### src/design/glyph_quad_text_layout_defines.svh
// ----------------------------------------------------------------------------
// glyph_quad_text_layout_defines.svh
// Assertion macros used by the glyph quad layout top level.
// ----------------------------------------------------------------------------
`ifndef GLYPH_QUAD_TEXT_LAYOUT_DEFINES_SVH
`define GLYPH_QUAD_TEXT_LAYOUT_DEFINES_SVH

// Same-cycle implication, disabled while in reset
`define GQTL_ASSERT_IMPLY(label, clk, rst_n, ante, cons, msg) \
    label: assert property (@(posedge clk) disable iff (!rst_n) (ante) |-> (cons)) \
        else $error(msg);

// Next-cycle implication, disabled while in reset
`define GQTL_ASSERT_NEXT(label, clk, rst_n, ante, cons, msg) \
    label: assert property (@(posedge clk) disable iff (!rst_n) (ante) |=> (cons)) \
        else $error(msg);

`endif

### src/design/gqtl_pkg.sv
// ----------------------------------------------------------------------------
// gqtl_pkg
// Types, constants and helper functions of the glyph quad layout block.
// ----------------------------------------------------------------------------
`timescale 1ns / 1ps
`default_nettype none

package gqtl_pkg;

    // Fixed field widths
    localparam int TEXP_W      = 13;               // texel coordinate incl. width
    localparam int FRAC_W      = 16;               // texcoord fraction bits
    localparam int TC_W        = FRAC_W + 1;       // unsigned 1.16
    localparam int QUO_W       = TC_W + 1;         // quotient bits before clamp
    localparam int NUM_W       = TEXP_W + 1 + FRAC_W;
    localparam int SPACING_W   = 4;
    localparam int CFG_IDX_W   = 2;
    localparam int CFG_DATA_W  = 13;

    // Queue between front and back
    localparam int QUEUE_DEPTH = 2;
    localparam int QCNT_W      = $clog2(QUEUE_DEPTH + 1);

    localparam int VTX_PER_GLYPH = 6;

    // Register indexes
    localparam logic [CFG_IDX_W-1:0] CFG_TEX_WIDTH      = 2'd0;
    localparam logic [CFG_IDX_W-1:0] CFG_TEX_HEIGHT     = 2'd1;
    localparam logic [CFG_IDX_W-1:0] CFG_LETTER_SPACING = 2'd2;

    localparam logic [CFG_DATA_W-1:0] TEX_SIZE_RESET = 13'd256;
    localparam logic [SPACING_W-1:0]  SPACING_RESET  = 4'd3;

    // Operation codes
    localparam logic OP_LOAD   = 1'b0;
    localparam logic OP_LAYOUT = 1'b1;

    // Quad corners: bit 0 right edge, bit 1 bottom edge
    localparam logic [1:0] CORNER_TL = 2'b00;
    localparam logic [1:0] CORNER_TR = 2'b01;
    localparam logic [1:0] CORNER_BL = 2'b10;
    localparam logic [1:0] CORNER_BR = 2'b11;

    typedef struct packed {
        logic              operation;
        logic [7:0]        char_code;
        logic [11:0]       glyph_x;
        logic [11:0]       glyph_y;
        logic [7:0]        glyph_width;
        logic [7:0]        glyph_height;
        logic signed [7:0] glyph_xoffset;
        logic signed [7:0] glyph_yoffset;
        logic signed [7:0] glyph_advance;
        logic              first_of_string;
        logic signed [15:0] start_x;
        logic signed [15:0] start_y;
    } in_item_t;

    typedef struct packed {
        logic signed [15:0] pos_x;
        logic signed [15:0] pos_y;
        logic [TC_W-1:0]    tex_u;
        logic [TC_W-1:0]    tex_v;
        logic               glyph_found;
        logic               last_vertex;
    } out_item_t;

    typedef struct packed {
        logic [11:0]       gx;
        logic [11:0]       gy;
        logic [7:0]        gw;
        logic [7:0]        gh;
        logic signed [7:0] xo;
        logic signed [7:0] yo;
        logic signed [7:0] adv;
    } glyph_rec_t;

    typedef struct packed {
        logic               found;
        glyph_rec_t         rec;
        logic               first;
        logic signed [15:0] start_x;
        logic signed [15:0] start_y;
    } job_t;

    typedef struct packed {
        logic valid;
        job_t job;
    } queue_push_t;

    typedef enum logic [1:0] {
        BK_IDLE,
        BK_DIV_LEFT,
        BK_DIV_RIGHT,
        BK_EMIT
    } back_state_t;

    // Other ASCII case of a letter, the code itself otherwise
    function automatic logic [7:0] alt_case(input logic [7:0] code);
        logic [7:0] res;
        begin
            res = code;
            if (code >= 8'h61 && code <= 8'h7a)
            begin
                res = code - 8'd32;
            end
            else if (code >= 8'h41 && code <= 8'h5a)
            begin
                res = code + 8'd32;
            end
            return res;
        end
    endfunction

    // Clamp to 16-bit signed
    function automatic logic signed [15:0] sat16(input logic signed [17:0] v);
        logic signed [15:0] res;
        begin
            if (v > 18'sd32767)
            begin
                res = 16'sh7fff;
            end
            else if (v < -18'sd32768)
            begin
                res = -16'sh8000;
            end
            else
            begin
                res = v[15:0];
            end
            return res;
        end
    endfunction

    // Corner of each vertex: two triangles BL BR TL, BR TL TR
    function automatic logic [1:0] corner_sel(input logic [2:0] vtx);
        logic [1:0] res;
        begin
            case (vtx)
                3'd0:    res = CORNER_BL;
                3'd1:    res = CORNER_BR;
                3'd2:    res = CORNER_TL;
                3'd3:    res = CORNER_BR;
                3'd4:    res = CORNER_TL;
                3'd5:    res = CORNER_TR;
                default: res = CORNER_TL;
            endcase
            return res;
        end
    endfunction

endpackage

`default_nettype wire

### src/design/gqtl_fifo.sv
// ----------------------------------------------------------------------------
// gqtl_fifo
// Short job queue between the lookup front and the vertex back end.
// ----------------------------------------------------------------------------
`timescale 1ns / 1ps
`default_nettype none

module gqtl_fifo import gqtl_pkg::*;
(
    input  logic              clk,
    input  logic              rst_n,
    input  queue_push_t       push,
    input  logic              pop,
    output job_t              head,
    output logic              head_valid,
    output logic [QCNT_W-1:0] count
);

    localparam int PTR_W = (QUEUE_DEPTH > 1) ? $clog2(QUEUE_DEPTH) : 1;

    job_t               q_mem [QUEUE_DEPTH];
    logic [PTR_W-1:0]   wr_ptr_reg, wr_ptr_next;
    logic [PTR_W-1:0]   rd_ptr_reg, rd_ptr_next;
    logic [QCNT_W-1:0]  count_reg, count_next;

    // Pointer and fill count
    always_comb
    begin
        wr_ptr_next = wr_ptr_reg;
        rd_ptr_next = rd_ptr_reg;
        count_next  = count_reg;
        if (push.valid)
        begin
            wr_ptr_next = (wr_ptr_reg == PTR_W'(QUEUE_DEPTH - 1)) ? '0 : wr_ptr_reg + 1'b1;
        end
        if (pop)
        begin
            rd_ptr_next = (rd_ptr_reg == PTR_W'(QUEUE_DEPTH - 1)) ? '0 : rd_ptr_reg + 1'b1;
        end
        if (push.valid && !pop)
        begin
            count_next = count_reg + 1'b1;
        end
        else if (pop && !push.valid)
        begin
            count_next = count_reg - 1'b1;
        end
    end

    always_ff @(posedge clk or negedge rst_n)
    begin
        if (!rst_n)
        begin
            wr_ptr_reg <= '0;
            rd_ptr_reg <= '0;
            count_reg  <= '0;
        end
        else
        begin
            wr_ptr_reg <= wr_ptr_next;
            rd_ptr_reg <= rd_ptr_next;
            count_reg  <= count_next;
        end
    end

    // Entry storage
    always_ff @(posedge clk)
    begin
        if (push.valid)
        begin
            q_mem[wr_ptr_reg] <= push.job;
        end
    end

    assign head       = q_mem[rd_ptr_reg];
    assign head_valid = (count_reg != '0);
    assign count      = count_reg;

endmodule

`default_nettype wire

### config.mk
export PLATFORM = sky130hd
export DESIGN_NAME = gqtl_fifo
export DESIGN_NICKNAME = d
export VERILOG_FILES = /design/src/design/glyph_quad_text_layout_defines.svh /design/src/design/gqtl_pkg.sv /design/src/design/gqtl_fifo.sv
export SDC_FILE = /design/constraint.sdc
export NUM_CORES = 1
export LEC_CHECK = 0
export ABC_AREA = 0
export CORE_MARGIN = 1
export CORE_UTILIZATION = 60
export CTS_CLUSTER_SIZE = 10
export DETAILED_ROUTE_END_ITERATION = 10
export DONT_BUFFER_PORTS = 1
export GPL_TIMING_DRIVEN = 0
export PLACE_DENSITY = 0.84
export SYNTH_ARGS = -nofsm -noshare
export SYNTH_HDL_FRONTEND = slang
export SYNTH_SLANG_ARGS = --single-unit
### constraint.sdc
create_clock -name clk -period 6.6 [get_ports clk]
set_clock_uncertainty 0.15 [all_clocks]
set_input_delay 0.33 -clock clk [delete_from_list [all_inputs] [get_ports clk]]
set_output_delay 0.33 -clock clk [all_outputs]
set_load 0.01 [all_outputs]
==> results of run 1 <==
[kinds of logic after synthesis]
logic type | count (synthesis)
xor gates and xnor gates | 5
adders and majority gates | 1
buffers and inverters | 12
DFF | 200
muxes | 98
and+or+nand+nor | 4
[synth_stat cells]
master	n	share of area, %
edfxtp_1	196	81
mux2_2	88	14
mux2_4	10	2.1
buf_2	8	0.55
dfrtp_1	4	1.4
xor2_1	4	0.48
buf_6	3	0.46
and2_1	1	0.086
ha_1	1	0.17
inv_1	1	0.051
nor2_1	1	0.051
nor2b_1	1	0.086
or2_2	1	0.086
xnor2_1	1	0.12
[per-stage QoR]
step	area, sq um	hold slack, ps
detailed placement	7540	-115.4
floorplan	7283	-115.6
global placement	7462	-115.4
==> flow_metrics.py, run 1 <==
metrics = {
    "run_status": {
        "status": "aborted with a tool error",
        "lastStage": "clock tree synthesis (4_1_cts)",
        "firstError": "[ERROR RSZ-0060] Max buffer count reached.",
    },
    "die": {
        "num_rows": 39,
        "die_w_um": 112.2,
        "start_util_pct": 62.71,
        "die_y_um": 112.2,
        "ios": 203,
    },
    "clocking": {
        "cts_setup_buffers": 0,
        "cts.sinks": 200,
        "root_buffer": "clkbuf_16",
        "clockBufferDepth": 2,
        "cts_hold_buf": 101,
        "cts_max_level": 4,
        "cts_resized": 0,
        "cts_made_buffers": 17,
    },
    "synth": {
        "ys_warn_count": 0,
        "yosys.area_share.adder_pct": 0.1718,
        "synth_area_sq_um": 7283,
        "yosys.area_share.simple_pct": 0.3092,
        "synth-compound-area-share_pct": 0,
        "synth_seq_cells": 200,
        "syn-instance-count": 320,
        "synth-xor-area-share_pct": 0.6013,
        "avgSynthCellArea_sq_um": 22.76,
        "synth_top_family_by_area": "multiplexers",
        "synth.distinct_cells": 14,
        "synthMuxAreaShare_pct": 15.67,
        "syn_nets": 423,
        "ys_seq_area_share_pct": 82.19,
    },
    "placed_design": {
        "post-dp-hpwl_um": 7629,
        "dp_slack_ps": 4309,
        "gp_congestion": 0.7059,
        "post-place-cells": 466,
        "io_buffers": 0,
    },
}
==> inputs of run 2 (changes only) <==
--- a/config.mk
+++ b/config.mk
@@ -7,12 +7,11 @@
 export LEC_CHECK = 0
 export ABC_AREA = 0
 export CORE_MARGIN = 1
-export CORE_UTILIZATION = 60
-export CTS_CLUSTER_SIZE = 10
+export CORE_UTILIZATION = 40
 export DETAILED_ROUTE_END_ITERATION = 10
 export DONT_BUFFER_PORTS = 1
 export GPL_TIMING_DRIVEN = 0
-export PLACE_DENSITY = 0.84
+export PLACE_DENSITY_LB_ADDON = 0.15
 export SYNTH_ARGS = -nofsm -noshare
 export SYNTH_HDL_FRONTEND = slang
 export SYNTH_SLANG_ARGS = --single-unit
==> flow_metrics.py, run 2 <==
metrics = {
    "run_status": {
        "status": "finished, final reports clean",
    },
    "drt": {
        "viasPerCell": 4.836,
        "routedWlPerCell_um": 18.23,
        "drc": 0,
        "routed_wl_um": 12430,
        "final_antenna_net_count": 0,
        "drt-initial-drc-count": 162,
        "dr.pass1.iters": 4,
        "vias": 3298,
    },
    "synth": {
        "yosysMostFrequentCell": "edfxtp_1",
        "synth_commonest_cells": "edfxtp_1 (196), mux2_2 (88), mux2_4 (10), buf_2 (8)",
        "synth-compound-area-share_pct": 0,
        "yosys.area_share.simple_pct": 0.3092,
        "synthTopCellsByArea": "edfxtp_1 (81%), mux2_2 (14%), mux2_4 (2.1%)",
        "yosys.area_share.adder_pct": 0.1718,
        "synthArstFlopShare_pct": 2.000,
        "syn_nets": 423,
        "avgSynthCellArea_sq_um": 22.76,
        "ys_seq_area_share_pct": 82.19,
        "ys_warn_count": 0,
        "syn-instance-count": 320,
        "synth_top_family_by_area": "multiplexers",
        "synth_area_sq_um": 7283,
        "synthMuxAreaShare_pct": 15.67,
        "yosys.area.top_type": "edfxtp_1",
        "synthFlopType": "edfxtp_1",
        "synth_edf_count": 196,
        "synth_seq_cells": 200,
        "synth.distinct_cells": 14,
        "netlist.area_leader.share_pct": 80.81,
        "synth-xor-area-share_pct": 0.6013,
    },
    "final_layout": {
        "antenna_cells": 0,
        "nets": 547,
        "final_cell_mix": "edfxtp_1 (196), dlygate4sd3_1 (101), mux2_2 (88), clkbuf_16 (17), mux2_4 (10)",
        "final_common_cell": "edfxtp_1",
        "multi_input_area_sq_um": 1230,
        "regArea_sq_um": 5986,
        "areaGrowthSynthToFinish_pct": 27.14,
        "fillerInstances": 1415,
        "drive_gt1_share_pct": 31.07,
        "largest_reg_flops": 196,
    },
    "clocking": {
        "clockBufferDepth": 2,
        "clkLatencyLatePin_ps": 420,
        "cts.sinks": 200,
        "cts_made_buffers": 17,
        "cts_hold_buf": 101,
        "cts_max_level": 4,
        "clk_pin_slew_worst_paths_ps": 60,
        "tritoncts": "done",
        "root_buffer": "clkbuf_16",
        "cts_setup_buffers": 0,
        "cts_resized": 0,
    },
    "die": {
        "die_y_um": 136.9,
        "die_w_um": 136.9,
        "num_rows": 48,
        "coreArea_sq_um": 17540,
        "ios": 203,
        "die_area_sq_um": 18750,
        "start_util_pct": 41.53,
    },
    "critical_path": {
        "ff2ff_setup_slack_ps": 4660,
        "regToRegEndpoint": "q_mem[0][19]",
        "critPathMaxFanout": 10,
        "critPathLaunchType": "register",
        "required_ps": 6120,
        "worstSetupEndpointType": "primary output",
        "r2r-start": "wr_ptr_reg",
        "arrival_ps": 1630,
        "path_class": "reg -> out",
        "r2r_cells": 3,
    },
    "sta": {
        "min_period_ps": 2114,
        "max_freq_ghz": 0.4731,
        "setup_violations": 0,
        "hold_viol_final": 0,
        "worst_pin_slew_ps": 738.5,
        "whs_ps": 28.72,
        "finalCritPeriodShare_pct": 32.03,
        "maxSlewHeadroom_pct": 50.77,
        "rsz0062_at_grt": "false",
        "worst_slack_ps": 4486,
        "maxSlewViolCount": 0,
    },
    "worst_hold_path": {
        "hold_class": "in -> async",
    },
    "global_routing": {
        "track_usage_pct": 13.56,
        "use_met3_pct": 6.370,
        "grt-busiest-layer": "met2",
        "first_global_vias": 3568,
        "antenna_found_initial": 0,
        "use_met2_pct": 23.29,
        "grt_max_degree": 51,
        "grt-ovfl-total": 0,
        "grt_util_met1_pct": 14.13,
        "grt_first_pass_wirelength_um": 18430,
    },
    "placed_design": {
        "post-dp-hpwl_um": 8001,
        "dp_slack_ps": 4636,
        "gp_congestion": 0.6697,
        "io_buffers": 0,
    },
    "power_and_ir_drop": {
        "ir_drop_mv": 0.2039,
        "power.leakage_uw": 0.003155,
        "power.density_nw_per_um2": 401.8,
    },
    "job": {
        "drv_cap": 0,
    },
}
## run 2: cell counts after synthesis
Identical to the previous run, type by type.
## run 2: area by class of cell
class                   instances  area share (%)
flip-flops and latches        200           64.64
multi-input cells             108           13.28
repair buffers                105           11.94
clock buffers                  25           5.243
well taps                     225           3.040
clock inverters                 7           1.013
plain buffers                  11          0.7972
inverters                       1         0.04054
## run 2: logic make-up after synthesis
group	Yosys count
multiplexers	98
XOR/XNOR	5
flip-flops	200
adder cells (fa/ha/maj)	1
AND/OR/NAND/NOR	4
buffers and inverters	12
## run 2: worst max-delay path by stage
stage | from | to | slack, ps | cells after the start
after global placement | wr_ptr_reg | q_mem[0][45] | -1390 | 1
after floorplan | wr_ptr_reg | q_mem[0][0] | 1140 | 1
final | rd_ptr_reg | head[10] | 4490 | 3
after detailed placement | wr_ptr_reg | q_mem[0][19] | 4640 | 3
after global routing | rd_ptr_reg | head[10] | 4380 | 3
after CTS | rd_ptr_reg | head[10] | 4420 | 3
## run 2: per-layer routing
metal  part of all wire, %  vias to the layer above
met5                     0                        -
met4                   1.5                        0
met3                    11                       11
met2                    50                      142
met1                    38                     1632
li1                      -                     1513
## run 2: critical path, cell delays in order (launching register included)
cell     delay [ps]
dfrtp_1         340
buf_6           150
buf_2           290
mux2_2          430
## run 2: power breakdown
part	switching [uW]	internal, uW	leakage, uW	total [uW]
clock	421	589	0.000279	1010
sequential	57.6	1680	0.00189	1740
combinational	553	418	0.000990	972
## run 2: through the flow
| step | util, % | power (uW) | cells | TNS [ps] | area (sq um) |
|---|---|---|---|---|---|
| CTS | 52.80 | 3776 | 682 | 0 | 9260 |
| global placement | 43.14 | 2718 | 545 | -135240 | 7565 |
| detailed placement | 43.74 | 2709 | 549 | 0 | 7670 |
| global route | 52.80 | 3890 | 682 | 0 | 9260 |
| floorplan | - | 2508 | 320 | 0 | 7283 |
| finish | 52.80 | 3721 | 682 | 0 | 9260 |
No activity file was read; power rests on OpenSTA's default activity.
