### config.mk
export PLATFORM = sky130hd
export DESIGN_NAME = gqtl_back
export DESIGN_NICKNAME = d
export VERILOG_FILES = /design/src/design/glyph_quad_text_layout_defines.svh /design/src/design/gqtl_pkg.sv /design/src/design/gqtl_div.sv /design/src/design/gqtl_back.sv
export SDC_FILE = /design/constraint.sdc
export NUM_CORES = 1
export LEC_CHECK = 0
export BUFFER_PORTS_ARGS = -buffer_cell sky130_fd_sc_hd__buf_2
export CAP_MARGIN = 15
export CORE_MARGIN = 2
export CORE_UTILIZATION = 37
export CTS_CLUSTER_SIZE = 25
export DETAILED_ROUTE_END_ITERATION = 6
export MAX_ROUTING_LAYER = met4
export SYNTH_ARGS = -nofsm -noshare
export SYNTH_HDL_FRONTEND = slang
export SYNTH_SLANG_ARGS = --single-unit
export TNS_END_PERCENT = 100
### constraint.sdc
create_clock -name clk -period 15 [get_ports clk]
set_input_delay 1.5 -clock clk [delete_from_list [all_inputs] [get_ports clk]]
set_output_delay 1.5 -clock clk [all_outputs]
set_load 0.05 [all_outputs]
### src/design/glyph_quad_text_layout_defines.svh
// ----------------------------------------------------------------------------
// glyph_quad_text_layout_defines.svh
// Assertion macros used by the glyph quad layout top level.
// ----------------------------------------------------------------------------
`ifndef GLYPH_QUAD_TEXT_LAYOUT_DEFINES_SVH
`define GLYPH_QUAD_TEXT_LAYOUT_DEFINES_SVH

// Same-cycle implication, disabled while in reset
`define GQTL_ASSERT_IMPLY(label, clk, rst_n, ante, cons, msg) \
    label: assert property (@(posedge clk) disable iff (!rst_n) (ante) |-> (cons)) \
        else $error(msg);

// Next-cycle implication, disabled while in reset
`define GQTL_ASSERT_NEXT(label, clk, rst_n, ante, cons, msg) \
    label: assert property (@(posedge clk) disable iff (!rst_n) (ante) |=> (cons)) \
        else $error(msg);

`endif

### src/design/gqtl_pkg.sv
// ----------------------------------------------------------------------------
// gqtl_pkg
// Types, constants and helper functions of the glyph quad layout block.
// ----------------------------------------------------------------------------
`timescale 1ns / 1ps
`default_nettype none

package gqtl_pkg;

    // Fixed field widths
    localparam int TEXP_W      = 13;               // texel coordinate incl. width
    localparam int FRAC_W      = 16;               // texcoord fraction bits
    localparam int TC_W        = FRAC_W + 1;       // unsigned 1.16
    localparam int QUO_W       = TC_W + 1;         // quotient bits before clamp
    localparam int NUM_W       = TEXP_W + 1 + FRAC_W;
    localparam int SPACING_W   = 4;
    localparam int CFG_IDX_W   = 2;
    localparam int CFG_DATA_W  = 13;

    // Queue between front and back
    localparam int QUEUE_DEPTH = 2;
    localparam int QCNT_W      = $clog2(QUEUE_DEPTH + 1);

    localparam int VTX_PER_GLYPH = 6;

    // Register indexes
    localparam logic [CFG_IDX_W-1:0] CFG_TEX_WIDTH      = 2'd0;
    localparam logic [CFG_IDX_W-1:0] CFG_TEX_HEIGHT     = 2'd1;
    localparam logic [CFG_IDX_W-1:0] CFG_LETTER_SPACING = 2'd2;

    localparam logic [CFG_DATA_W-1:0] TEX_SIZE_RESET = 13'd256;
    localparam logic [SPACING_W-1:0]  SPACING_RESET  = 4'd3;

    // Operation codes
    localparam logic OP_LOAD   = 1'b0;
    localparam logic OP_LAYOUT = 1'b1;

    // Quad corners: bit 0 right edge, bit 1 bottom edge
    localparam logic [1:0] CORNER_TL = 2'b00;
    localparam logic [1:0] CORNER_TR = 2'b01;
    localparam logic [1:0] CORNER_BL = 2'b10;
    localparam logic [1:0] CORNER_BR = 2'b11;

    typedef struct packed {
        logic              operation;
        logic [7:0]        char_code;
        logic [11:0]       glyph_x;
        logic [11:0]       glyph_y;
        logic [7:0]        glyph_width;
        logic [7:0]        glyph_height;
        logic signed [7:0] glyph_xoffset;
        logic signed [7:0] glyph_yoffset;
        logic signed [7:0] glyph_advance;
        logic              first_of_string;
        logic signed [15:0] start_x;
        logic signed [15:0] start_y;
    } in_item_t;

    typedef struct packed {
        logic signed [15:0] pos_x;
        logic signed [15:0] pos_y;
        logic [TC_W-1:0]    tex_u;
        logic [TC_W-1:0]    tex_v;
        logic               glyph_found;
        logic               last_vertex;
    } out_item_t;

    typedef struct packed {
        logic [11:0]       gx;
        logic [11:0]       gy;
        logic [7:0]        gw;
        logic [7:0]        gh;
        logic signed [7:0] xo;
        logic signed [7:0] yo;
        logic signed [7:0] adv;
    } glyph_rec_t;

    typedef struct packed {
        logic               found;
        glyph_rec_t         rec;
        logic               first;
        logic signed [15:0] start_x;
        logic signed [15:0] start_y;
    } job_t;

    typedef struct packed {
        logic valid;
        job_t job;
    } queue_push_t;

    typedef enum logic [1:0] {
        BK_IDLE,
        BK_DIV_LEFT,
        BK_DIV_RIGHT,
        BK_EMIT
    } back_state_t;

    // Other ASCII case of a letter, the code itself otherwise
    function automatic logic [7:0] alt_case(input logic [7:0] code);
        logic [7:0] res;
        begin
            res = code;
            if (code >= 8'h61 && code <= 8'h7a)
            begin
                res = code - 8'd32;
            end
            else if (code >= 8'h41 && code <= 8'h5a)
            begin
                res = code + 8'd32;
            end
            return res;
        end
    endfunction

    // Clamp to 16-bit signed
    function automatic logic signed [15:0] sat16(input logic signed [17:0] v);
        logic signed [15:0] res;
        begin
            if (v > 18'sd32767)
            begin
                res = 16'sh7fff;
            end
            else if (v < -18'sd32768)
            begin
                res = -16'sh8000;
            end
            else
            begin
                res = v[15:0];
            end
            return res;
        end
    endfunction

    // Corner of each vertex: two triangles BL BR TL, BR TL TR
    function automatic logic [1:0] corner_sel(input logic [2:0] vtx);
        logic [1:0] res;
        begin
            case (vtx)
                3'd0:    res = CORNER_BL;
                3'd1:    res = CORNER_BR;
                3'd2:    res = CORNER_TL;
                3'd3:    res = CORNER_BR;
                3'd4:    res = CORNER_TL;
                3'd5:    res = CORNER_TR;
                default: res = CORNER_TL;
            endcase
            return res;
        end
    endfunction

endpackage

`default_nettype wire

### src/design/gqtl_div.sv
// ----------------------------------------------------------------------------
// gqtl_div
// Texel-center texcoord: ((2p+1)*2^16 + S) / (2S), one quotient bit a cycle.
// ----------------------------------------------------------------------------
`timescale 1ns / 1ps
`default_nettype none

module gqtl_div import gqtl_pkg::*;
#(
    parameter int SIZE_W = 13
)
(
    input  logic              clk,
    input  logic              rst_n,
    input  logic              start,
    input  logic [TEXP_W-1:0] p,
    input  logic [SIZE_W-1:0] size,
    output logic              done,
    output logic [TC_W-1:0]   q
);

    localparam int DEN_W  = SIZE_W + 1;
    localparam int REM_W  = SIZE_W + 2;
    localparam int HI_W   = NUM_W - QUO_W;
    localparam int CMP_W  = (REM_W > HI_W) ? REM_W : HI_W;
    localparam int STEP_W = $clog2(QUO_W);

    logic [NUM_W-1:0]  num;
    logic [DEN_W-1:0]  den;
    logic [CMP_W-1:0]  num_hi, den_ext;
    logic              over;

    logic              busy_reg, done_reg;
    logic [STEP_W-1:0] step_reg;
    logic [REM_W-1:0]  rem_reg;
    logic [QUO_W-1:0]  low_reg;
    logic [DEN_W-1:0]  den_reg;
    logic [QUO_W-1:0]  quo_reg;
    logic              over_reg;

    logic [REM_W-1:0]  shifted, rem_new;
    logic              ge;

    // Operands; quotient would not fit in QUO_W bits when num/2^QUO_W >= den
    assign num     = {p, 1'b1, {FRAC_W{1'b0}}} + NUM_W'(size);
    assign den     = {size, 1'b0};
    assign num_hi  = CMP_W'(num[NUM_W-1:QUO_W]);
    assign den_ext = CMP_W'(den);
    assign over    = (num_hi >= den_ext);

    // Restoring step
    assign shifted = {rem_reg[REM_W-2:0], low_reg[QUO_W-1]};
    assign ge      = (shifted >= REM_W'(den_reg));
    assign rem_new = ge ? (shifted - REM_W'(den_reg)) : shifted;

    // Control
    always_ff @(posedge clk or negedge rst_n)
    begin
        if (!rst_n)
        begin
            busy_reg <= 1'b0;
            done_reg <= 1'b0;
            step_reg <= '0;
        end
        else
        begin
            done_reg <= 1'b0;
            if (start)
            begin
                busy_reg <= 1'b1;
                step_reg <= '0;
            end
            else if (busy_reg)
            begin
                step_reg <= step_reg + 1'b1;
                if (step_reg == STEP_W'(QUO_W - 1))
                begin
                    busy_reg <= 1'b0;
                    done_reg <= 1'b1;
                end
            end
        end
    end

    // Datapath
    always_ff @(posedge clk)
    begin
        if (start)
        begin
            rem_reg  <= num_hi[REM_W-1:0];
            low_reg  <= num[QUO_W-1:0];
            den_reg  <= den;
            over_reg <= over;
            quo_reg  <= '0;
        end
        else if (busy_reg)
        begin
            rem_reg <= rem_new;
            low_reg <= {low_reg[QUO_W-2:0], 1'b0};
            quo_reg <= {quo_reg[QUO_W-2:0], ge};
        end
    end

    assign done = done_reg;
    assign q    = (over_reg || quo_reg[QUO_W-1]) ? '1 : quo_reg[TC_W-1:0];

endmodule

`default_nettype wire

### src/design/gqtl_back.sv
// ----------------------------------------------------------------------------
// gqtl_back
// Runs texcoord divisions, walks the six vertices and advances the pen.
// ----------------------------------------------------------------------------
`timescale 1ns / 1ps
`default_nettype none

module gqtl_back import gqtl_pkg::*;
#(
    parameter int SIZE_W = 13
)
(
    input  logic                 clk,
    input  logic                 rst_n,
    input  logic                 head_valid,
    input  job_t                 head,
    output logic                 pop,
    input  logic [SIZE_W-1:0]    size_u,
    input  logic [SIZE_W-1:0]    size_v,
    input  logic [SPACING_W-1:0] spacing,
    output logic                 out_valid,
    input  logic                 out_stall,
    output out_item_t            out_data
);

    localparam logic [2:0] LAST_VTX = 3'(VTX_PER_GLYPH - 1);

    back_state_t        state_reg, state_next;
    job_t               job_reg;
    logic signed [15:0] pen_x_reg, pen_y_reg;
    logic signed [15:0] pen_x_next;
    logic [TC_W-1:0]    tu0_reg, tu1_reg, tv0_reg, tv1_reg;
    logic [2:0]         vtx_reg;
    logic               out_valid_reg, out_valid_next;
    out_item_t          out_item_reg;

    logic               div_start, div_done, du_done, dv_done;
    logic [TEXP_W-1:0]  div_pu, div_pv, right_u, right_v;
    logic [TC_W-1:0]    du_q, dv_q;
    logic               out_free, emit, is_last;
    out_item_t          vtx_item;
    logic [1:0]         corner;
    logic signed [17:0] sum_x, sum_y, pen_sum;

    assign div_done = du_done && dv_done;
    assign out_free = !out_valid_reg || !out_stall;
    assign is_last  = (vtx_reg == LAST_VTX);
    assign right_u  = TEXP_W'(job_reg.rec.gx) + TEXP_W'(job_reg.rec.gw);
    assign right_v  = TEXP_W'(job_reg.rec.gy) + TEXP_W'(job_reg.rec.gh);

    // Horizontal and vertical dividers run side by side
    gqtl_div #(.SIZE_W(SIZE_W)) u_div_u
    (
        .clk   (clk),
        .rst_n (rst_n),
        .start (div_start),
        .p     (div_pu),
        .size  (size_u),
        .done  (du_done),
        .q     (du_q)
    );

    gqtl_div #(.SIZE_W(SIZE_W)) u_div_v
    (
        .clk   (clk),
        .rst_n (rst_n),
        .start (div_start),
        .p     (div_pv),
        .size  (size_v),
        .done  (dv_done),
        .q     (dv_q)
    );

    // Next state
    always_comb
    begin
        state_next = state_reg;
        case (state_reg)
            BK_IDLE:
            begin
                if (head_valid)
                begin
                    state_next = head.found ? BK_DIV_LEFT : BK_EMIT;
                end
            end
            BK_DIV_LEFT:
            begin
                if (div_done)
                begin
                    state_next = BK_DIV_RIGHT;
                end
            end
            BK_DIV_RIGHT:
            begin
                if (div_done)
                begin
                    state_next = BK_EMIT;
                end
            end
            BK_EMIT:
            begin
                if (out_free && is_last)
                begin
                    state_next = BK_IDLE;
                end
            end
            default:
            begin
                state_next = BK_IDLE;
            end
        endcase
    end

    // State outputs
    always_comb
    begin
        pop       = 1'b0;
        div_start = 1'b0;
        div_pu    = TEXP_W'(head.rec.gx);
        div_pv    = TEXP_W'(head.rec.gy);
        emit      = 1'b0;
        case (state_reg)
            BK_IDLE:
            begin
                pop       = head_valid;
                div_start = head_valid && head.found;
            end
            BK_DIV_LEFT:
            begin
                div_start = div_done;
                div_pu    = right_u;
                div_pv    = right_v;
            end
            BK_DIV_RIGHT:
            begin
                div_start = 1'b0;
            end
            BK_EMIT:
            begin
                emit = out_free;
            end
            default:
            begin
                pop = 1'b0;
            end
        endcase
    end

    // Vertex of the current corner
    always_comb
    begin
        corner = corner_sel(vtx_reg);
        sum_x  = 18'(pen_x_reg) + 18'(job_reg.rec.xo)
               + (corner[0] ? {10'd0, job_reg.rec.gw} : 18'd0);
        sum_y  = 18'(pen_y_reg) + 18'(job_reg.rec.yo)
               + (corner[1] ? {10'd0, job_reg.rec.gh} : 18'd0);
        vtx_item.last_vertex = is_last;
        if (job_reg.found)
        begin
            vtx_item.pos_x       = sat16(sum_x);
            vtx_item.pos_y       = sat16(sum_y);
            vtx_item.tex_u       = corner[0] ? tu1_reg : tu0_reg;
            vtx_item.tex_v       = corner[1] ? tv1_reg : tv0_reg;
            vtx_item.glyph_found = 1'b1;
        end
        else
        begin
            vtx_item.pos_x       = '0;
            vtx_item.pos_y       = '0;
            vtx_item.tex_u       = '0;
            vtx_item.tex_v       = '0;
            vtx_item.glyph_found = 1'b0;
        end
    end

    // Pen advance: advance - 2*xoffset + spacing
    assign pen_sum = 18'(pen_x_reg) + 18'(job_reg.rec.adv) - 18'(job_reg.rec.xo)
                   - 18'(job_reg.rec.xo) + 18'(spacing);
    assign pen_x_next = sat16(pen_sum);

    assign out_valid_next = emit || (out_valid_reg && out_stall);

    // Control registers and pen
    always_ff @(posedge clk or negedge rst_n)
    begin
        if (!rst_n)
        begin
            state_reg     <= BK_IDLE;
            vtx_reg       <= '0;
            out_valid_reg <= 1'b0;
            pen_x_reg     <= '0;
            pen_y_reg     <= '0;
        end
        else
        begin
            state_reg     <= state_next;
            out_valid_reg <= out_valid_next;
            if (pop)
            begin
                vtx_reg <= '0;
            end
            else if (emit)
            begin
                vtx_reg <= is_last ? 3'd0 : vtx_reg + 3'd1;
            end
            if (pop && head.first)
            begin
                pen_x_reg <= head.start_x;
                pen_y_reg <= head.start_y;
            end
            else if (emit && is_last && job_reg.found)
            begin
                pen_x_reg <= pen_x_next;
            end
        end
    end

    // Job, texcoords and output item
    always_ff @(posedge clk)
    begin
        if (pop)
        begin
            job_reg <= head;
        end
        if (state_reg == BK_DIV_LEFT && div_done)
        begin
            tu0_reg <= du_q;
            tv0_reg <= dv_q;
        end
        if (state_reg == BK_DIV_RIGHT && div_done)
        begin
            tu1_reg <= du_q;
            tv1_reg <= dv_q;
        end
        if (emit)
        begin
            out_item_reg <= vtx_item;
        end
    end

    assign out_valid = out_valid_reg;
    assign out_data  = out_item_reg;

endmodule

`default_nettype wire

# Word level (Yosys, flattened, before mapping)
# Index checks and enable logic that the tools add are counted.
[classes]
addsub = 17
magnitude_cmp = 10
n_eq_ne = 12
muxes = 56
bitwise_logic = 1
reduce_logical = 25
[ops]
columns = ["operator", "count"]
rows = [
  ["$mux W16", 6],
  ["$mux W18", 4],
  ["$mux W17", 4],
  ["$add A30 B13 Y30", 2],
  ["$gt A18 B16 Y1 const B", 3],
  ["$lt A18 B16 Y1 const B", 3],
  ["$add A16 B8 Y17", 3],
  ["$mux W12", 4],
  ["$add A17 B9 Y18", 2],
  ["$ge A15 B14 Y1", 2],
  ["$mux W15", 2],
  ["$ge A12 B14 Y1", 2],
  ["$mux W14", 2],
  ["$sub A14 B14 Y14", 2],
  ["$add A12 B8 Y13", 2],
  ["$mux W13", 2],
  ["$mux W5", 4],
  ["$add A18 B4 Y18", 1],
  ["$sub A17 B8 Y18", 1],
  ["$sub A18 B18 Y18", 1],
  ["$mux W8", 2],
  ["$mux W1", 15],
  ["$add A5 B1 Y5 const B", 2],
  ["$eq A5 B5 Y1 const B", 2],
  ["other kinds (21)", 48],
]
[totals]
regBits = 381
in_bits = 132
out_inout_bits = 70
elab_cells = 164

# Logic depth before layout (Yosys ltp)
# Gate-level depths: netlist (run 1).
[depth]
depth_word = 9
ltp_mapped = 19
ltp_nobuf = 19

# Modules after synthesis
# From an unflattened synthesis (run 1), not the netlist that was laid out.
[unflattened]
cells_unflattened = 1849
area_unflattened_um2 = 21211.6
[modules_own_cells]
columns = ["module", "n_inst", "cells_per_inst", "area_per_inst_um2", "seq_area_each_um2"]
rows = [
  ["gqtl_back", 1, 1143, 13396.6, 6986.7],
  ["gqtl_div", 2, 353, 3907.5, 1896.8],
]

# Worst setup path before layout (run 1)
# No wires, ideal clock.
[synth_timing]
kind = "input to register"
startpoint = "input head_valid"
endpoint = "register u_div_u.den_reg[10], enable pin"
setup_time_ns = 0.403
arrival_time_ns = 6.061
required_ns = 14.597
setup_slack_ns = 8.536
stages = 6
n_path_buf = 3
cell_sequence = "and2_1 clkbuf_1 a21oi_1 inv_2 buf_2 buf_1"
[synth_via]
elab_chain_len = 2
[synth_lines]
columns = ["element", "line_no", "rtl"]
rows = [
  ["start, declared", "gqtl_back.sv:15", "input logic head_valid,"],
  ["$logic_and A1 B1 Y1", "gqtl_back.sv:126", "div_start = head_valid && head.found;"],
  ["$pmux W1 S2", "gqtl_back.sv:122", "case (state_reg)"],
  ["net div_start", "gqtl_back.sv:37", "logic div_start, div_done, du_done, dv_done;"],
  ["end signal, assigned", "gqtl_div.sv:92", "den_reg <= den;"],
  ["end, declared", "gqtl_div.sv:37", "logic [DEN_W-1:0] den_reg;"],
]
# The timed path passes the listed nets, and every way through them passes these cells.
# A chain may end at the register's enable or synchronous reset.

# Worst setup path in the final report (run 1)
[layout_timing]
startpoint = "input spacing[2]"
endpoint = "register pen_x_reg[9]"
[layout_via]
elab_chain_len = 6
word_cells_on_any_way = 7
classes_between = "add/sub: 1; order compare: 2; mux: 4"
[layout_lines]
columns = ["element", "line_no", "rtl"]
rows = [
  ["start, declared", "gqtl_back.sv:20", "input logic [SPACING_W-1:0] spacing,"],
  ["$add A18 B4 Y18 *", "gqtl_back.sv:178", "- 18'(job_reg.rec.xo) + 18'(spacing);"],
  ["$lt A18 B16 Y1", "gqtl_pkg.sv:123", "else if (v < -18'sd32768)"],
  ["$mux W16", "gqtl_pkg.sv:123", ""],
  ["$mux W16 *", "gqtl_pkg.sv:119", "if (v > 18'sd32767)"],
  ["$mux W16 *", "gqtl_back.sv:211", "else if (emit && is_last && job_reg.found)"],
  ["$mux W16 *", "gqtl_back.sv:206", "if (pop && head.first)"],
  ["end signal, assigned", "gqtl_back.sv:208", "pen_x_reg <= head.start_x;"],
  ["end signal, assigned", "gqtl_back.sv:213", "pen_x_reg <= pen_x_next;"],
  ["end, declared", "gqtl_back.sv:30", "logic signed [15:0] pen_x_reg, pen_y_reg;"],
]
# Mark *: on every way between the ends. The rest lies on a longest branch, timed or not. The select of a mux whose other input is x is not followed.

==> results of run 1 <==
==> kinds of logic (layout without fill, tap and decap cells) <==
logic type               count (synthesis)  in the layout
AND/OR/NAND/NOR                        541            541
AO/OA/AOI/OAI                          443            443
flip-flops                             381            381
buffers and inverters                  212            444
adder cells (fa/ha/maj)                192            192
XOR/XNOR                                77             77
multiplexers                            55             55
other                                    0              8
==> routing by layer <==
| layer | routed length (um) | up-vias | GRT usage [%] |
|---|---|---|---|
| met5 | 0 | - | - |
| met3 | 2532 | 63 | 2.769 |
| met2 | 24320 | 308 | 28.52 |
| met1 | 25380 | 7132 | 25.25 |
| met4 | 998 | 0 | 5.465 |
| li1 | - | 7223 | - |
==> path summary, 6_finish.rpt <==
check | cells past startpoint | to | from
setup / recovery | 13 | pen_x_reg[9]$_DFFE_PN0P_ | spacing[2]
min in group asynchronous | 2 | pen_x_reg[14]$_DFFE_PN0P_ | rst_n
hold reg to reg | 2 | u_div_v.rem_reg[13]$_SDFFE_PP0P_ | u_div_v.rem_reg[13]$_SDFFE_PP0P_
setup reg to reg | 14 | out_data[55]$_SDFFCE_PN0P_ | vtx_reg[0]$_DFFE_PN0P_
hold / removal | 2 | u_div_v.rem_reg[13]$_SDFFE_PP0P_ | u_div_v.rem_reg[13]$_SDFFE_PP0P_
max in group asynchronous | 2 | u_div_u.step_reg[0]$_DFFE_PN0P_ | rst_n
==> final cells by class <==
class	count	area, um2	area share (%)
tap	756	945.9	3.898
clock inverter	24	201.4	0.8302
sequential	381	10780	44.43
clock buffer	58	1194	4.919
inverter	145	545.5	2.248
multi-input combinational	1308	9452	38.95
timing repair buffer	217	1126	4.641
antenna	8	20.02	0.08250
==> critical path, cell delays in order <==
cell and delay [ns]:
sky130_fd_sc_hd__buf_2 0.11, sky130_fd_sc_hd__fa_1 0.52, sky130_fd_sc_hd__inv_1 0.05, sky130_fd_sc_hd__fa_1 0.50, sky130_fd_sc_hd__inv_1 0.07, sky130_fd_sc_hd__fa_1 0.49
sky130_fd_sc_hd__a211oi_1 0.33, sky130_fd_sc_hd__o21ai_1 0.14, sky130_fd_sc_hd__a31oi_1 0.44, sky130_fd_sc_hd__o311ai_2 0.27, sky130_fd_sc_hd__a21oi_2 0.43, sky130_fd_sc_hd__nand2_1 0.29
sky130_fd_sc_hd__o221ai_1 0.14
==> where the power goes <==
| part | total [mW] | switching (mW) | internal [mW] | leakage (nW) |
|---|---|---|---|---|
| clock | 1.05 | 0.448 | 0.599 | 0.694 |
| sequential | 1.79 | 0.196 | 1.59 | 3.66 |
| combinational | 3.13 | 1.97 | 1.16 | 5.92 |
| total | 5.96 | 2.61 | 3.35 | 10.3 |
==> layout by cell type (no fill, tap or decap), drive strengths merged, types with 10 or more instances in the layout <==
cell type and count:
mux2 11, buf 217, mux2i 44, nor2 128
and3 19, a31oi 12, nor2b 24, a21oi 103
nand2 217, edfxtp 289, a21o 40, clkinv 20
nand4 19, xnor2 46, clkbuf 58, a21boi 42
ha 151, dfrtp 52, or3 43, nand3 22
and2 21, o21ai 112, o21a 28, o21bai 10
dfxtp 40, nor3 19, nand2b 13, fa 41
inv 146, a211oi 26, xor2 31
==> per-stage QoR <==
step / cell area (um2) / util (%) / setup slack (ns) / cells / power (mW)
floorplan: 21060 / - / 8.536 / 1901 / 4.176
global placement: 22850 / 40.60 / 9.703 / 2807 / 4.869
detailed placement: 22850 / 40.60 / 9.617 / 2807 / 4.919
CTS: 24240 / 43.08 / 10.25 / 2889 / 6.000
global route: 24260 / 43.11 / 9.978 / 2896 / 6.417
finish: 24260 / 43.12 / 10.20 / 2897 / 5.962
==> summary.txt, run 1 <==
Synthesis
  • Distinct cell type count of the synthesized netlist: 83
  • Leading register cell type out of synthesis: sky130_fd_sc_hd__edfxtp_1
  • Compound-Gate Fraction of Synth Area: 14.10%
  • Flop and latch count out of synthesis: 381
  • Avg Inst Size Synth: 11.08 um2
  • Sequential cell area fraction in the yosys report: 51.20%
  • Xor/xnor cell area share of the yosys netlist: 3.239%
  • Dominant combinational cell family by area after synthesis: compound AO/OA/AOI/OAI gates
  • Mapped Area: 0.02106 mm2
  • Simple logic cell fraction of the synthesized area: 11.88%
  • Number of nets produced by synthesis: 2225
  • Proportion of register bits with asynchronous set or reset after synthesis: 13.65%
  • Most frequently used cell type in the post-synthesis netlist: sky130_fd_sc_hd__edfxtp_1
  • Adder-cell share of the synthesized area: 12.87%
  • Yosys synthesis warning count: 0
  • Count of flip-flops with a built-in enable after synthesis: 289
  • Leading cell types by count after synthesis: sky130_fd_sc_hd__edfxtp_1 (289), sky130_fd_sc_hd__nand2_1 (217), sky130_fd_sc_hd__ha_1 (151)
  • Library cell with the largest summed area after synthesis: sky130_fd_sc_hd__edfxtp_1
  • Gate count after technology mapping: 1901
  • Leading post-synthesis cells by cell area: sky130_fd_sc_hd__edfxtp_1 (41%), sky130_fd_sc_hd__ha_1 (9.0%), sky130_fd_sc_hd__dfrtp_1 (6.2%)
  • Fraction of synthesized cell area taken by the top area cell type: 41.22%
  • Multiplexer area fraction after synthesis: 2.680%

Worst hold path
  • Min-Delay Path Class: reg -> reg

Global route
  • First-pass GRT wire length: 82.88 mm
  • Vias in the first global route: 14600
  • Global-route congestion overflow total: 0
  • Largest net degree at the start of global routing: 91
  • Antenna violations before repair: 13
  • Total GRT Usage: 18.49%

Clock tree
  • Number of resized instances in the post-cts repair step: 0
  • Worst-skew pair later-pin latency: 0.59 ns
  • Clock sink count: 381
  • Num CTS Buffers: 44
  • Clock tree from TritonCTS: built
  • Clk root buf: sky130_fd_sc_hd__clkbuf_16
  • H-tree depth: 2
  • Maximum count of clock buffers along a single path: 3
  • Post-cts hold buffer count: 0
  • Setup fix buffers added after clock tree synthesis: 0
  • Clock-pin slew on the worst setup and hold paths: 0.06 ns

Critical path
  • Reg-to-reg slack, setup: 10.27 ns
  • Critical Path End Type: flop
  • Sort of element at the start of the critical path: primary input
  • Required time at the worst-slack endpoint: 15.50 ns
  • Worst endpoint data arrival time: 5.29 ns
  • Worst Path Max Fanout: 8
  • Worst Path Class, Setup: in -> reg

Run
  • Number of maximum-capacitance violations: 0

Cells and area
  • Number of flip-flops under the largest register name: 68
  • Number of fillers in the final layout: 5378
  • Area growth syn-to-layout: 15.24%
  • Layout net count: 2421
  • Fraction of layout instances using a drive strength above 1: 15.99%

Floorplan
  • Row count: 87
  • Die area: 0.05883 mm2
  • Initial cell density of the core: 37.41%
  • Top-level port count: 202
  • Core region area: 0.05628 mm2
  • Die Width: 242.6 um
  • Die Span Y: 242.6 um

STA
  • Final sum of negative setup slack: 0 ns
  • Pins over their slew limit: 0
  • RSZ-0062 raised after global routing: false
  • Maximum clock rate: 208.4 MHz
  • Actual transition at the worst max-transition pin: 1.089 ns
  • Worst relative slew slack: 27.42%
  • Crit path time final: 4.798 ns
  • Final hold viol count: 0
  • Worst clock skew: 0.02822 ns
  • Worst hold slack across all endpoints: 0.4888 ns
  • Final setup violation count: 0
  • Final period util: 31.99%

Detailed routing
  • Wire length per cell after detailed routing: 18.37 um
  • Via count: 14730
  • Drt drc: 0
  • Detailed-routing iteration count for the pre-antenna-repair pass: 4
  • Remaining antenna violation count: 0
  • Per-cell via count in the routed design: 5.083
  • Final WL: 53.23 mm
  • First DRT Iteration DRCs: 892

Place
  • Port Buffer Count: 201
  • Detailed placer's ending HPWL: 38.61 mm
  • Routability congestion estimate from global placement: 0.8724

Power
  • Leakage power total: 10.27 nW
  • Power per Cell Area: 245.7 mW/mm2
  • VDD IR-drop max: 0.1573 mV

Run status
  • Run status: completed
No activity file was read; power rests on OpenSTA's default activity.
==> inputs of run 2 (changes only) <==
Clock period 15 ns to 4.3 ns, I/O delays scaled along.
==> run 2 against run 1 <==
Effect of this change:
- the run now ends with antenna violations left
- hold slack worse by 0.47 ns
- cell area up 1.4%
- routed wire length up 0.83%
- final cell count up 0.79%
- non-clock buffer count up 23
- combinational power rose to 3.6 times the previous value
- clock skew down 0.0057 ns
- die area unchanged
- first-iteration DRC count up 6.5%
- count of clock-buffer cells in the layout up 4
- largest power group unchanged
==> summary.txt, run 2 (synthesis gave the netlist of run 1 again) <==
Critical path
  • Worst endpoint data arrival time: 4.31 ns
  • Sort of element at the start of the critical path: flop
  • CP max-delay cell: sky130_fd_sc_hd__fa_1
  • CP startpoint: vtx_reg[1]$_DFFE_PN0P_
  • Worst Path Class, Setup: reg -> reg
  • Worst-path cell chain: a21oi_1 > nand2_1 > fa_1 > inv_1 > ha_1 > fa_1 > a211oi_2 > o211ai_1 > o211a_1 > o31a_1 > o31ai_2 > nor2_1 > o21ai_2 > buf_4 > o21ai_0
  • Cell repeated most along the worst path: sky130_fd_sc_hd__fa_1
  • Reg-to-reg slack, setup: 0.29 ns
  • Worst Path Max Fanout: 13
  • Kind of cell with the highest combined delay on the critical path: compound AO/OA/AOI/OAI gates
  • Required time at the worst-slack endpoint: 4.60 ns
  • Critical Path End Type: flop
  • Cell count of the worst reg-to-reg path: 15
  • Startpoint of the worst-slack reg-to-reg timing path: vtx_reg[1]$_DFFE_PN0P_
  • Count of cell instances traversed by the critical path: 15
  • CP Buf/Inv Count: 2
  • Worst path max stage delay: 0.49 ns

Cells and area
  • Layout net count: 2445
  • Area growth syn-to-layout: 16.91%
  • Number of flip-flops under the largest register name: 68
  • Commonest non-fill, non-tap cell in the layout: sky130_fd_sc_hd__edfxtp_1
  • Commonest non-fill, non-tap cells in the layout: sky130_fd_sc_hd__edfxtp_1 (289), sky130_fd_sc_hd__nand2_1 (216), sky130_fd_sc_hd__buf_2 (201)
  • Fraction of layout instances using a drive strength above 1: 16.60%

Clock tree
  • Clock-pin slew on the worst setup and hold paths: 0.05 ns
  • Maximum count of clock buffers along a single path: 3
  • Clock tree from TritonCTS: built
  • Num CTS Buffers: 45
  • Clk root buf: sky130_fd_sc_hd__clkbuf_16
  • Worst-skew pair later-pin latency: 0.58 ns
  • H-tree depth: 2
  • Clock sink count: 381

Detailed routing
  • Per-cell via count in the routed design: 5.109
  • Drt drc: 0
  • First DRT Iteration DRCs: 950
  • Wire length per cell after detailed routing: 18.38 um
  • Via count: 14920
  • Detailed-routing iteration count for the pre-antenna-repair pass: 5
  • Remaining antenna violation count: 1
  • Final WL: 53.68 mm

Worst hold path
  • Min-Delay Path Class: in -> async

Power
  • Net switching fraction of the power: 43.33%
  • Power per Cell Area: 870.1 mW/mm2
  • Net switching power: 9.279 mW
  • Reg power frac: 29.4%
  • Total power: 21.42 mW
  • Part of the total power dissipated in the clock network: 18.2%
  • Share of power burned in combinational logic: 52.4%
  • VDD IR-drop max: 0.5560 mV
  • Internal Power: 12.14 mW
  • Leakage power total: 10.45 nW

Global route
  • First-pass GRT wire length: 84.32 mm
  • Global-route congestion overflow total: 0
  • Total GRT Usage: 18.80%
  • Vias in the first global route: 14960
  • Antenna violations before repair: 4
  • Largest net degree at the start of global routing: 65

Place
  • Port Buffer Count: 201
  • Routability congestion estimate from global placement: 0.8863
  • Detailed placer's ending HPWL: 39.60 mm

Floorplan
  • Top-level port count: 202
  • Die Width: 242.6 um
  • Die Span Y: 242.6 um
  • Core region area: 0.05628 mm2
  • Row count: 87
  • Die area: 0.05883 mm2
  • Initial cell density of the core: 37.41%

Run status
  • Violated checks: antenna violations
  • Run status: finished, violations left

STA
  • Crit path time final: 4.006 ns
  • Worst relative slew slack: 29.56%
  • Pins over their slew limit: 0
  • Final period util: 93.17%
  • Final hold viol count: 0
  • Final sum of negative setup slack: 0 ns
  • Maximum clock rate: 249.6 MHz
  • Actual transition at the worst max-transition pin: 1.057 ns
  • RSZ-0062 raised after global routing: false
  • Worst hold slack across all endpoints: 0.01955 ns
  • Worst clock skew: 0.02255 ns
  • Final setup violation count: 0

Run
  • Number of maximum-capacitance violations: 0
run 2: cell count changes in the layout (fill, tap and decap cells not counted), sizes merged, moves of 3 or more:
cell	previous run	this run
clkbuf	58	62
buf	217	232
dlygate4sd3	0	8
clkinv	20	13
bufinv	2	5
run 2: final timing paths:
| kind | endpoint |
|---|---|
| setup reg to reg | out_data[57]$_SDFFCE_PN0P_ |
| max in group asynchronous | u_div_u.step_reg[3]$_DFFE_PN0P_ |
| setup / recovery | out_data[57]$_SDFFCE_PN0P_ |
| hold / removal | pen_x_reg[14]$_DFFE_PN0P_ |
| hold reg to reg | pen_y_reg[12]$_DFFE_PN0P_ |
| min in group clk | job_reg[38]$_DFFE_PP_ |
run 2: what timing repair did:
action	4_1_cts	5_1_grt
gates resized for setup	0	7
hold buffers	8	0
hold endpoints to repair	8	0
setup endpoints to repair	0	23
setup buffers	0	0
run 2: routing by layer:
metal | vias up | global-route usage (%) | routed length, um | part of all wire, %
met5 | - | - | 0 | 0
met3 | 87 | 3.157 | 2687 | 5.0
met1 | 7214 | 25.34 | 25380 | 47
met2 | 348 | 28.83 | 24090 | 45
met4 | 0 | 6.173 | 1510 | 2.8
li1 | 7270 | - | - | -
run 2: stage by stage:
stage	std cells	setup slack (ns)	instance area (um2)	util, %
floorplan	1901	0.02354	21060	-
global placement	2822	0.2255	22960	40.79
detailed placement	2822	0.1613	22960	40.79
CTS	2912	0.1654	24550	43.63
global route	2914	0.01037	24600	43.71
finish	2920	0.2935	24610	43.74
run 2: layout make-up:
type | count | area [um2]
multi-input combinational | 1308 | 9488
sequential | 381 | 10780
antenna | 8 | 20.02
timing repair buffer | 240 | 1319
inverter | 145 | 545.5
fill | 5348 | 31660
clock inverter | 20 | 255.2
tap | 756 | 945.9
clock buffer | 62 | 1261
run 2: power groups by stage:
stage / Sequential (mW) / Combinational, mW / Clock, mW
detailed placement: 6.38 / 11.1 / 0
CTS: 6.31 / 11.1 / 3.99
floorplan: 7.09 / 7.48 / 0
global placement: 6.35 / 10.9 / 0
finish: 6.29 / 11.2 / 3.90
global route: 6.43 / 12.5 / 4.14
==> inputs of run 3 (changes only) <==
Settings changed: CELL_PAD_IN_SITES_DETAIL_PLACEMENT from default to 0, CELL_PAD_IN_SITES_GLOBAL_PLACEMENT from default to 1, PLACE_DENSITY_LB_ADDON from default to 0.1.
==> run 3 against run 2 <==
Effect of this change:
- the run now ends clean
- clock skew fell by 0.0017 ns
- global-route usage rose by 0.79 points
- core utilization fell by 0.10 points
- largest cell class unchanged
- non-clock buffer count is 1 lower
- maximum frequency decreased by 1.2%
- die area did not move
- power is 0.49% lower
- sequential power is 1% lower
- sequential share of layout area increased by 0.10 points
- via count down 1.9%
- count of clock-buffer cells in the layout fell by 7
==> summary.txt, run 3 (synthesis gave the netlist of run 1 again) <==
Floorplan
  • Row count: 87
  • Die Span Y: 242.6 um
  • Top-level port count: 202
  • Initial cell density of the core: 37.41%
  • Die area: 0.05883 mm2
  • Die Width: 242.6 um
  • Core region area: 0.05628 mm2

Cells and area
  • Commonest non-fill, non-tap cell in the layout: sky130_fd_sc_hd__edfxtp_1
  • Number of flip-flops under the largest register name: 68
  • Commonest non-fill, non-tap cells in the layout: sky130_fd_sc_hd__edfxtp_1 (289), sky130_fd_sc_hd__nand2_1 (215), sky130_fd_sc_hd__buf_2 (201)
  • Number of fillers in the final layout: 5478
  • Layout net count: 2444
  • Fraction of layout instances using a drive strength above 1: 16.47%
  • Area growth syn-to-layout: 16.64%
  • Core occupancy in the finished layout: 43.64%

Clock tree
  • Worst-skew pair later-pin latency: 0.57 ns
  • Clock tree from TritonCTS: built
  • Clock sink count: 381
  • Clk root buf: sky130_fd_sc_hd__clkbuf_16
  • Maximum count of clock buffers along a single path: 3
  • Clock-pin slew on the worst setup and hold paths: 0.06 ns
  • H-tree depth: 2
  • Num CTS Buffers: 45

STA
  • Maximum clock rate: 246.7 MHz
  • Final hold viol count: 0
  • Actual transition at the worst max-transition pin: 0.9731 ns
  • Crit path time final: 4.053 ns
  • Pins over their slew limit: 0
  • Final period util: 94.26%
  • Final setup violation count: 0
  • Worst clock skew: 0.02087 ns
  • Final sum of negative setup slack: 0 ns
  • Worst relative slew slack: 35.13%

Power
  • Reg power frac: 29.1%
  • Net switching power: 9.262 mW
  • Net switching fraction of the power: 43.46%
  • Internal Power: 12.05 mW
  • Leakage power total: 10.41 nW
  • Part of the total power dissipated in the clock network: 17.9%
  • VDD IR-drop max: 0.4218 mV
  • Share of power burned in combinational logic: 53.0%
  • Power per Cell Area: 867.8 mW/mm2

Global route
  • Largest net degree at the start of global routing: 82
  • Global-route congestion overflow total: 0
  • First-pass GRT wire length: 87.03 mm
  • Vias in the first global route: 14930
  • Antenna violations before repair: 5
  • Total GRT Usage: 19.58%

Run
  • Number of maximum-capacitance violations: 0

Worst hold path
  • Min-Delay Path Class: in -> async

Critical path
  • Sort of element at the start of the critical path: flop
  • Worst Path Class, Setup: reg -> reg
  • Worst Path Max Fanout: 13
  • Required time at the worst-slack endpoint: 4.58 ns
  • Worst endpoint data arrival time: 4.34 ns
  • Critical Path End Type: flop

Detailed routing
  • Final WL: 55.87 mm
  • Via count: 14630
  • Per-cell via count in the routed design: 5.024
  • Wire length per cell after detailed routing: 19.19 um
  • First DRT Iteration DRCs: 813
  • Remaining antenna violation count: 0
  • Drt drc: 0
  • Detailed-routing iteration count for the pre-antenna-repair pass: 5

Run status
  • Run status: completed

Place
  • Port Buffer Count: 201
  • Routability congestion estimate from global placement: 0.8955
  • Detailed placer's ending HPWL: 40.85 mm
[run 3: metrics by stage]
step	hold WS (ns)	setup WS, ns	area, um2	power [mW]	cells
finish	0.01386	0.2468	24560	21.31	2912
global route	0.01337	-0.01122	24560	23.02	2912
CTS	0.001244	0.1310	24480	21.40	2908
detailed placement	0.4702	0.1844	22980	17.44	2821
global placement	0.4745	0.1834	22980	17.39	2821
floorplan	0.1344	0.02354	21060	14.56	1901
[run 3: critical path, cell delays in order (launching register included)]
cell and delay, ns:
sky130_fd_sc_hd__dfrtp_1 0.50, sky130_fd_sc_hd__nand2_1 0.21, sky130_fd_sc_hd__and3_1 0.25, sky130_fd_sc_hd__fa_1 0.37, sky130_fd_sc_hd__ha_1 0.23, sky130_fd_sc_hd__fa_1 0.44
sky130_fd_sc_hd__a211oi_1 0.28, sky130_fd_sc_hd__o211ai_1 0.19, sky130_fd_sc_hd__o211a_1 0.18, sky130_fd_sc_hd__o41ai_2 0.37, sky130_fd_sc_hd__a32oi_1 0.20, sky130_fd_sc_hd__a21boi_1 0.21
sky130_fd_sc_hd__nand2_2 0.19, sky130_fd_sc_hd__o21ai_0 0.13
[run 3: power groups by stage]
stage | combinational (mW) | clock, mW | sequential, mW
finish | 11.3 | 3.81 | 6.21
global route | 12.6 | 4.05 | 6.35
CTS | 11.2 | 3.93 | 6.23
detailed placement | 11.2 | 0 | 6.29
global placement | 11.1 | 0 | 6.28
floorplan | 7.48 | 0 | 7.09
[run 3: area by class of cell]
cell class	instances	area, um2	area share, %
Antenna cell	1	2.502	0.01019
Clock buffer	55	1185	4.825
Clock inverter	27	270.3	1.100
Inverter	145	545.5	2.221
Multi-Input combinational cell	1308	9488	38.63
Sequential cell	381	10780	43.90
Tap cell	756	945.9	3.852
Timing Repair Buffer	239	1341	5.462
[run 3: worst paths after layout]
kind / startpoint / to / slack (ns) / cells past startpoint
setup reg to reg: vtx_reg[2]$_DFFE_PN0P_ / out_data[55]$_SDFFCE_PN0P_ / 0.25 / 13
setup / recovery: vtx_reg[2]$_DFFE_PN0P_ / out_data[55]$_SDFFCE_PN0P_ / 0.25 / 13
min in group clk: head[35] / job_reg[35]$_DFFE_PP_ / 0.04 / 1
hold reg to reg: pen_y_reg[13]$_DFFE_PN0P_ / pen_y_reg[13]$_DFFE_PN0P_ / 0.48 / 2
hold / removal: rst_n / pen_x_reg[12]$_DFFE_PN0P_ / 0.01 / 2
max in group asynchronous: rst_n / out_valid$_DFF_PN0_ / 3.73 / 2
[run 3: metal layers]
layer / global-route usage [%] / wire, um / vias to the layer above
met5: - / 0 / -
met2: 31.16 / 25840 / 253
met4: 5.574 / 1388 / 0
met1: 25.89 / 26390 / 7036
met3: 3.124 / 2248 / 76
li1: - / - / 7265
[run 3: repair_timing]
item	CTS	global route
hold buffers	5	0
resized for setup	0	7
endpoints found under the hold margin	5	0
setup endpoints to repair	0	39
setup buffers	0	3
